`src/rtl/lc3x_pkg.sv`:
```
// Shared types, opcodes and the microcode table of the LC-3 execute block.
package lc3x_pkg;

	typedef struct packed {
		logic        cmd;
		logic [15:0] load_addr;
		logic [15:0] load_data;
	} req_t;

	typedef struct packed {
		logic [15:0] next_pc;
		logic [15:0] executed_word;
		logic [2:0]  flags;
		logic        reg_written;
		logic [2:0]  reg_index;
		logic [15:0] reg_value;
		logic        mem_written;
		logic [15:0] mem_addr;
		logic [15:0] mem_data;
	} result_t;

	typedef enum logic [3:0] {
		OP_BR   = 4'd0,
		OP_ADD  = 4'd1,
		OP_LD   = 4'd2,
		OP_ST   = 4'd3,
		OP_JSR  = 4'd4,
		OP_AND  = 4'd5,
		OP_LDR  = 4'd6,
		OP_STR  = 4'd7,
		OP_RTI  = 4'd8,
		OP_NOT  = 4'd9,
		OP_LDI  = 4'd10,
		OP_STI  = 4'd11,
		OP_JMP  = 4'd12,
		OP_RES  = 4'd13,
		OP_LEA  = 4'd14,
		OP_TRAP = 4'd15
	} op_t;

	localparam logic [15:0] START_PC_RESET = 16'h3000;
	localparam logic [2:0]  FLAGS_RESET    = 3'b010;
	localparam logic [2:0]  FLAG_P         = 3'b001;
	localparam logic [2:0]  FLAG_Z         = 3'b010;
	localparam logic [2:0]  FLAG_N         = 3'b100;
	localparam logic [2:0]  LINK_REG       = 3'd7;

	// Memory address source
	typedef enum logic [2:0] {
		MA_PC        = 3'd0,
		MA_PC_OFF9   = 3'd1,
		MA_BASE_OFF6 = 3'd2,
		MA_RDATA     = 3'd3,
		MA_LOAD      = 3'd4
	} ma_sel_t;

	typedef enum logic {
		WD_LOAD = 1'b0,
		WD_B    = 1'b1
	} wd_sel_t;

	typedef enum logic {
		BS_SR2 = 1'b0,
		BS_DR  = 1'b1
	} bs_sel_t;

	typedef enum logic [2:0] {
		PC_HOLD = 3'd0,
		PC_INC  = 3'd1,
		PC_BR   = 3'd2,
		PC_BASE = 3'd3,
		PC_JSR  = 3'd4
	} pc_sel_t;

	typedef enum logic [2:0] {
		RV_ADD = 3'd0,
		RV_AND = 3'd1,
		RV_NOT = 3'd2,
		RV_MEM = 3'd3,
		RV_PC  = 3'd4,
		RV_LEA = 3'd5
	} rv_sel_t;

	typedef enum logic [1:0] {
		SEQ_NEXT     = 2'd0,
		SEQ_JUMP     = 2'd1,
		SEQ_DISPATCH = 2'd2,
		SEQ_DONE     = 2'd3
	} seq_t;

	typedef logic [4:0] upc_t;

	typedef struct packed {
		ma_sel_t ma_sel;
		logic    mem_we;
		wd_sel_t wd_sel;
		logic    ir_ld;
		logic    a_ld;
		logic    b_ld;
		bs_sel_t b_sel;
		pc_sel_t pc_sel;
		logic    rf_we;
		rv_sel_t rv_sel;
		logic    dst_link;
		logic    flags_we;
		seq_t    seq;
		upc_t    target;
	} ctrl_t;

	localparam upc_t U_LOAD   = 5'd0;
	localparam upc_t U_FETCH  = 5'd1;
	localparam upc_t U_DECODE = 5'd2;
	localparam upc_t U_ADD    = 5'd3;
	localparam upc_t U_AND    = 5'd4;
	localparam upc_t U_NOT    = 5'd5;
	localparam upc_t U_BR     = 5'd6;
	localparam upc_t U_JMP    = 5'd7;
	localparam upc_t U_JSR    = 5'd8;
	localparam upc_t U_LD0    = 5'd9;
	localparam upc_t U_WBM    = 5'd10;
	localparam upc_t U_LDI0   = 5'd11;
	localparam upc_t U_LDI1   = 5'd12;
	localparam upc_t U_LDR0   = 5'd13;
	localparam upc_t U_LEA    = 5'd14;
	localparam upc_t U_ST0    = 5'd15;
	localparam upc_t U_ST1    = 5'd16;
	localparam upc_t U_STI0   = 5'd17;
	localparam upc_t U_STI1   = 5'd18;
	localparam upc_t U_STR0   = 5'd19;
	localparam upc_t U_STR1   = 5'd20;
	localparam upc_t U_NOP    = 5'd21;

	function automatic logic [2:0] flags_of(input logic [15:0] v);
		logic [2:0] f;
		if (v == 16'h0000) begin
			f = FLAG_Z;
		end else if (v[15]) begin
			f = FLAG_N;
		end else begin
			f = FLAG_P;
		end
		return f;
	endfunction

	function automatic upc_t dispatch(input op_t op);
		upc_t u;
		case (op)
			OP_ADD:  u = U_ADD;
			OP_AND:  u = U_AND;
			OP_NOT:  u = U_NOT;
			OP_BR:   u = U_BR;
			OP_JMP:  u = U_JMP;
			OP_JSR:  u = U_JSR;
			OP_LD:   u = U_LD0;
			OP_LDI:  u = U_LDI0;
			OP_LDR:  u = U_LDR0;
			OP_LEA:  u = U_LEA;
			OP_ST:   u = U_ST0;
			OP_STI:  u = U_STI0;
			OP_STR:  u = U_STR0;
			default: u = U_NOP;
		endcase
		return u;
	endfunction

	// Microcode table: one control word per step
	function automatic ctrl_t ucode(input upc_t upc);
		ctrl_t c;
		c = '0;
		case (upc)
			U_LOAD: begin
				c.ma_sel = MA_LOAD; c.mem_we = 1'b1; c.wd_sel = WD_LOAD;
				c.seq = SEQ_DONE;
			end
			U_FETCH: begin
				c.ma_sel = MA_PC; c.seq = SEQ_NEXT;
			end
			U_DECODE: begin
				c.ir_ld = 1'b1; c.pc_sel = PC_INC; c.a_ld = 1'b1;
				c.b_ld = 1'b1; c.b_sel = BS_SR2; c.seq = SEQ_DISPATCH;
			end
			U_ADD: begin
				c.rf_we = 1'b1; c.rv_sel = RV_ADD; c.flags_we = 1'b1; c.seq = SEQ_DONE;
			end
			U_AND: begin
				c.rf_we = 1'b1; c.rv_sel = RV_AND; c.flags_we = 1'b1; c.seq = SEQ_DONE;
			end
			U_NOT: begin
				c.rf_we = 1'b1; c.rv_sel = RV_NOT; c.flags_we = 1'b1; c.seq = SEQ_DONE;
			end
			U_BR: begin
				c.pc_sel = PC_BR; c.seq = SEQ_DONE;
			end
			U_JMP: begin
				c.pc_sel = PC_BASE; c.seq = SEQ_DONE;
			end
			U_JSR: begin
				c.rf_we = 1'b1; c.rv_sel = RV_PC; c.dst_link = 1'b1;
				c.pc_sel = PC_JSR; c.seq = SEQ_DONE;
			end
			U_LD0: begin
				c.ma_sel = MA_PC_OFF9; c.seq = SEQ_NEXT;
			end
			U_WBM: begin
				c.rf_we = 1'b1; c.rv_sel = RV_MEM; c.flags_we = 1'b1; c.seq = SEQ_DONE;
			end
			U_LDI0: begin
				c.ma_sel = MA_PC_OFF9; c.seq = SEQ_NEXT;
			end
			U_LDI1: begin
				c.ma_sel = MA_RDATA; c.seq = SEQ_JUMP; c.target = U_WBM;
			end
			U_LDR0: begin
				c.ma_sel = MA_BASE_OFF6; c.seq = SEQ_JUMP; c.target = U_WBM;
			end
			U_LEA: begin
				c.rf_we = 1'b1; c.rv_sel = RV_LEA; c.flags_we = 1'b1; c.seq = SEQ_DONE;
			end
			U_ST0: begin
				c.b_ld = 1'b1; c.b_sel = BS_DR; c.seq = SEQ_NEXT;
			end
			U_ST1: begin
				c.ma_sel = MA_PC_OFF9; c.mem_we = 1'b1; c.wd_sel = WD_B; c.seq = SEQ_DONE;
			end
			U_STI0: begin
				c.ma_sel = MA_PC_OFF9; c.b_ld = 1'b1; c.b_sel = BS_DR; c.seq = SEQ_NEXT;
			end
			U_STI1: begin
				c.ma_sel = MA_RDATA; c.mem_we = 1'b1; c.wd_sel = WD_B; c.seq = SEQ_DONE;
			end
			U_STR0: begin
				c.b_ld = 1'b1; c.b_sel = BS_DR; c.seq = SEQ_NEXT;
			end
			U_STR1: begin
				c.ma_sel = MA_BASE_OFF6; c.mem_we = 1'b1; c.wd_sel = WD_B; c.seq = SEQ_DONE;
			end
			default: begin
				c.seq = SEQ_DONE;
			end
		endcase
		return c;
	endfunction

endpackage

```
`src/rtl/lc3x_useq.sv`:
```
// Microcode sequencer: step counter, control-word table and dispatch on the opcode.
module lc3x_useq (
	input  logic             clk,
	input  logic             arst_n,
	input  logic             go,
	input  logic             go_cmd,
	input  lc3x_pkg::op_t    opcode,
	output lc3x_pkg::ctrl_t  ctrl,
	output logic             run
);
	import lc3x_pkg::*;

	upc_t upc_q, upc_d;
	logic run_q, run_d;

	always_comb begin
		ctrl = run_q ? ucode(upc_q) : ctrl_t'('0);
	end

	always_comb begin
		upc_d = upc_q;
		run_d = run_q;
		if (go) begin
			upc_d = go_cmd ? U_FETCH : U_LOAD;
			run_d = 1'b1;
		end else if (run_q) begin
			case (ctrl.seq)
				SEQ_NEXT:     upc_d = upc_q + 5'd1;
				SEQ_JUMP:     upc_d = ctrl.target;
				SEQ_DISPATCH: upc_d = dispatch(opcode);
				SEQ_DONE:     run_d = 1'b0;
				default:      run_d = 1'b0;
			endcase
		end
	end

	always_ff @(posedge clk or negedge arst_n) begin
		if (!arst_n) begin
			upc_q <= U_LOAD;
			run_q <= 1'b0;
		end else begin
			upc_q <= upc_d;
			run_q <= run_d;
		end
	end

	assign run = run_q;

	a_go_idle: assert property (@(posedge clk) disable iff (!arst_n)
		go |-> !run_q)
		else $error("sequencer started while running");
	a_go_runs: assert property (@(posedge clk) disable iff (!arst_n)
		go |=> run_q && (upc_q == U_FETCH || upc_q == U_LOAD))
		else $error("sequencer entry point wrong");
	a_done_stops: assert property (@(posedge clk) disable iff (!arst_n)
		run_q && ctrl.seq == SEQ_DONE && !go |=> !run_q)
		else $error("sequencer kept running after last step");

endmodule

```
`config.mk`:
```
export PLATFORM = sky130hd
export DESIGN_NAME = lc3x_useq
export DESIGN_NICKNAME = d
export VERILOG_FILES = /design/src/rtl/lc3x_pkg.sv /design/src/rtl/lc3x_useq.sv
export SDC_FILE = /design/constraint.sdc
export NUM_CORES = 1
export LEC_CHECK = 0
export BUFFER_PORTS_ARGS = -buffer_cell sky130_fd_sc_hd__buf_2
export CAP_MARGIN = 40
export CORE_MARGIN = 3
export CORE_UTILIZATION = 23
export DETAILED_ROUTE_END_ITERATION = 8
export PLACE_DENSITY_LB_ADDON = 0.15
export SYNTH_ARGS = -nofsm -noshare
export SYNTH_HDL_FRONTEND = slang
export SYNTH_SLANG_ARGS = --single-unit
```
`constraint.sdc`:
```
create_clock -name clk -period 2.5 [get_ports clk]
set_clock_uncertainty 0.2 [all_clocks]
set_input_delay 0.125 -clock clk [delete_from_list [all_inputs] [get_ports clk]]
set_output_delay 0.125 -clock clk [all_outputs]
set_load 0.02 [all_outputs]
```
# --- Word level (Yosys, flattened, before mapping) ---
# Memories as Yosys holds them, arrays and structs flattened.
# Cells that the tools add are included.
totals:
  mem_count: 1
  inputBits: 8
  output_inout_bits: 26
  romBits: 80
  regBits: 6
  elab_cells: 58
mem_list:
  columns: ["memory", "depth", "width", "read_ports", "rd_clocked_by_memory_dff", "wr", "line_no", "text"]
  rows:
  - ["(no name shown)", 16, 5, 1, 0, 0, "lc3x_pkg.sv:147", "case (op)"]
classes:
  n_eq_ne: 23
  add_sub_neg: 1
  n_mux: 18
  reduce_logical: 13
op_table:
  columns: ["operator", "count"]
  rows:
  - ["$eq 5x4->1 const B", 8]
  - ["$eq 5x5->1 const B", 5]
  - ["$mux 25", 1]
  - ["$pmux 3 s4", 2]
  - ["$pmux 4 s6", 1]
  - ["$eq 5x3->1 const B", 4]
  - ["$pmux 5 s3", 1]
  - ["$eq 5x2->1 const B", 2]
  - ["$mux 5", 2]
  - ["$pmux 2 s2", 2]
  - ["$mux 1", 6]
  - ["$pmux 2 s3", 1]
  - ["$reduce_or 2->1", 3]
  - ["$reduce_or 3->1", 2]
  - ["$reduce_or 6->1", 1]
  - ["$add 5x1->5 const B", 1]
  - ["$eq 5x1->1 const B", 1]
  - ["$logic_not 5->1", 1]
  - ["$reduce_or 5->1", 1]
  - ["$eq 2x2->1 const B", 2]
  - ["$mux 4", 1]
  - ["$reduce_bool 4->1", 1]
  - ["$reduce_or 4->1", 1]
  - ["$eq 2x1->1 const B", 1]
  - ["4 further kinds", 4]

# --- Depth between registers and ports, before layout ---
logic_depth:
  depth_word: 8
  depth_mapped: 8
  depth_no_buf: 8

# --- Least setup slack after synthesis ---
# No wires, ideal clock.
synth_timing:
  kind: "reg-to-output"
  from: "register upc_q[0]"
  to: "output port ctrl[9] (netlist bit)"
  path_stages_with_launch: 9
  path_buffers: 0
  t_arrival_ps: 1860
  slack_ps: 315
  cell_sequence: "dfrtp_1 > inv_1 > ha_1 > nand2_1 > or2_2 > a21oi_1 > o21ai_0 > o21ai_1 > and3_1"
synth_lines:
  columns: ["item", "line_no", "text"]
  rows:
  - ["start, declared", "lc3x_useq.sv:13", "upc_t upc_q, upc_d;"]
  - ["start signal, assigned", "lc3x_useq.sv:42", "upc_q <= upc_d;"]
  - ["end, declared", "lc3x_useq.sv:8", "output lc3x_pkg::ctrl_t ctrl,"]

==> impl_metrics.tcl <==
set metrics [dict create \
    status "finished clean" \
    drv_slew 0 \
    required_ps 2170 \
    layout.nets 187 \
    htree_levels 1 \
    min-delay-path-class "in -> async" \
    ys.flop_type "dfrtp_1" \
    io_pins 34 \
    setup_viol 0 \
    placed_area_um2 1149 \
    synth_top_area_share_pct 15.25 \
    place_hpwl_mm 2.352 \
    holdWs_ps 48.91 \
    synth_area_per_cell_um2 7.084 \
    layout-drive-gt1-share_pct 30.77 \
    num_vias 1050 \
    die_area_um2 5102 \
    yosysMostFrequentCell "nand2_1" \
    rsz0062_at_grt "no" \
    final_util_pct 30.80 \
    initial_core_util_pct 24.27 \
    gr-total-overflow 0 \
    design_area_um2 1250 \
    numCtsBuffers 3 \
    die_h_um 71.43 \
    slowest_delay_ps 560 \
    crit_type "reg -> out" \
    crit_chain "buf_4 -> or2_2 -> a21oi_1 -> o21ai_0 -> o21ai_1 -> and3_1 -> buf_2" \
    cts_root_buf "clkbuf_8" \
    ys_seq_area_share_pct 15.25 \
    crit_path_end_kind "primary output" \
    antenna_found_initial 0 \
    diodes 0 \
    synth_seq_cells 6 \
    maxCapViolations 0 \
    clkLatencyLatePin_ps 230 \
    period_minus_slack_ps 2356 \
    cts_setup_buffers 0 \
    synthesis.area_um2 984.7 \
    vias_per_cell 4.795 \
    tns_ps 0 \
    max_freq_mhz 424.4 \
    cts_num_sinks 6 \
    async_flop_share_pct 100.0 \
    place_congestion 0.8444 \
    core_area_um2 4058 \
    synth_area_leader_cell "dfrtp_1" \
    ir_drop_uv 122.2 \
    synthTopCellsByArea "dfrtp_1 15%, ha_1 10%, nand2_1 6.9%" \
    p_per_area_nw_per_um2 698.5 \
    yosysWarnings 0 \
    track_usage_pct 11.85 \
    grt_pass1_vias 992 \
    leakagePower_nw 0.6311 \
    rows 23 \
    grt_max_degree 17 \
    synth_common_cells "18 x nand2_1, 15 x nor2_1, 13 x o21ai_0" \
    arrival_ps 2030 \
    finalHoldViolations 0 \
    synth_cell_type_count 46 \
    worstMarginPinSlew_ps 528.1 \
    period_share_pct 94.24 \
    postSynthCellCount 139 \
    routedWlPerCell_um 13.47 \
    dr.pass1.iters 4 \
    cts.clk_slew.worst_paths_ps 40 \
    die_w_um 71.43 \
    cts.path.max_buffers 2 \
    first_iter_violations 78 \
    place.port_buffers 30 \
    drt_wl_total_mm 2.949 \
    slowest_stage "dfrtp_1" \
    worstPathMaxFanout 16 \
    fill_cells 454 \
    synth_edf_count 0 \
    grt_pass1_wl_mm 4.892 \
    cts_tree "built" \
    syn_to_final_growth_pct 26.94 \
    start_kind "register" \
    drc 0 \
    cp_num_buf_inv 2 \
    drtAntennaViolNets 0 \
    path_delay_family "flip-flops" \
    slew_headroom_pct 64.80 \
]
## sequential cells by signal, summed over array words and instances (netlist names)
| name | count |
|---|---|
| run | 1 |
| upc_q | 5 |
## repair_timing
| item | CTS | global route |
|---|---|---|
| hold buffers | 4 | 0 |
| resized for setup | 0 | 7 |
| endpoints found under the setup margin | 0 | 3 |
| endpoints found under the hold margin | 12 | 0 |
## layout by cell type (no fill, tap or decap), types with 3 or more instances in the layout
| master | instances |
|---|---|
| a211oi_1 | 3 |
| a21oi_1 | 9 |
| buf_2 | 30 |
| buf_4 | 4 |
| clkbuf_8 | 3 |
| conb_1 | 3 |
| dfrtp_1 | 6 |
| dlygate4sd3_1 | 4 |
| ha_1 | 5 |
| inv_1 | 7 |
| nand2_1 | 18 |
| nor2_1 | 15 |
| o21ai_0 | 13 |
| o22ai_1 | 3 |
## cells by family after synthesis
logic type	synth area share (%)
AO/OA/AOI/OAI	28.34
XOR/XNOR	0.8896
adder cells (fa/ha/maj)	10.17
buffers and inverters	12.20
flip-flops	15.25
multiplexers	3.177
other	0.3808
AND/OR/NAND/NOR	29.61
## metrics by stage
stage	power (mW)	setup slack, ps	instances
3_5_place_dp	0.7025	185.8	212
3_3_place_gp	0.7055	207.2	212
2_1_floorplan	0.5585	315.0	141
5_1_grt	0.9424	0.7960	219
6_report	0.8730	143.9	219
4_1_cts	0.8657	56.58	219
## cell type report
type / count / area (um^2) / area share (%)
multi-input combinational: 113 / 742.0 / 59.36
sequential: 6 / 150.1 / 12.01
inverter: 9 / 33.78 / 2.703
tap: 50 / 62.56 / 5.005
clock buffer: 3 / 41.29 / 3.303
timing repair buffer: 38 / 220.2 / 17.62
## final timing paths
kind	startpoint	slack, ps	cells past startpoint	endpoint
setup / recovery	upc_q[2]	140	7	ctrl[9]
hold / removal	arst_n	50	2	upc_q[3]
setup reg to reg	upc_q[0]	260	8	upc_q[0]
hold reg to reg	upc_q[1]	430	2	upc_q[1]
max in group asynchronous	arst_n	1900	2	upc_q[2]
min in group clk	opcode[3]	220	5	upc_q[3]
## per-layer routing
metal / track usage (%) / vias up / share of wire (%)
met5: 0 / - / 0
met4: 3.758 / 0 / 0.92
met3: 1.403 / 2 / 4.6
met2: 20.20 / 29 / 50
met1: 15.54 / 483 / 45
li1: - / 536 / -
## power by group
part           leakage [nW]  total (mW)  switching, mW  internal, mW
Clock                0.0216       0.153         0.0493         0.104
Combinational         0.532       0.544          0.335         0.209
Sequential           0.0779       0.175         0.0583         0.117
(Power assumes the default switching activity.)
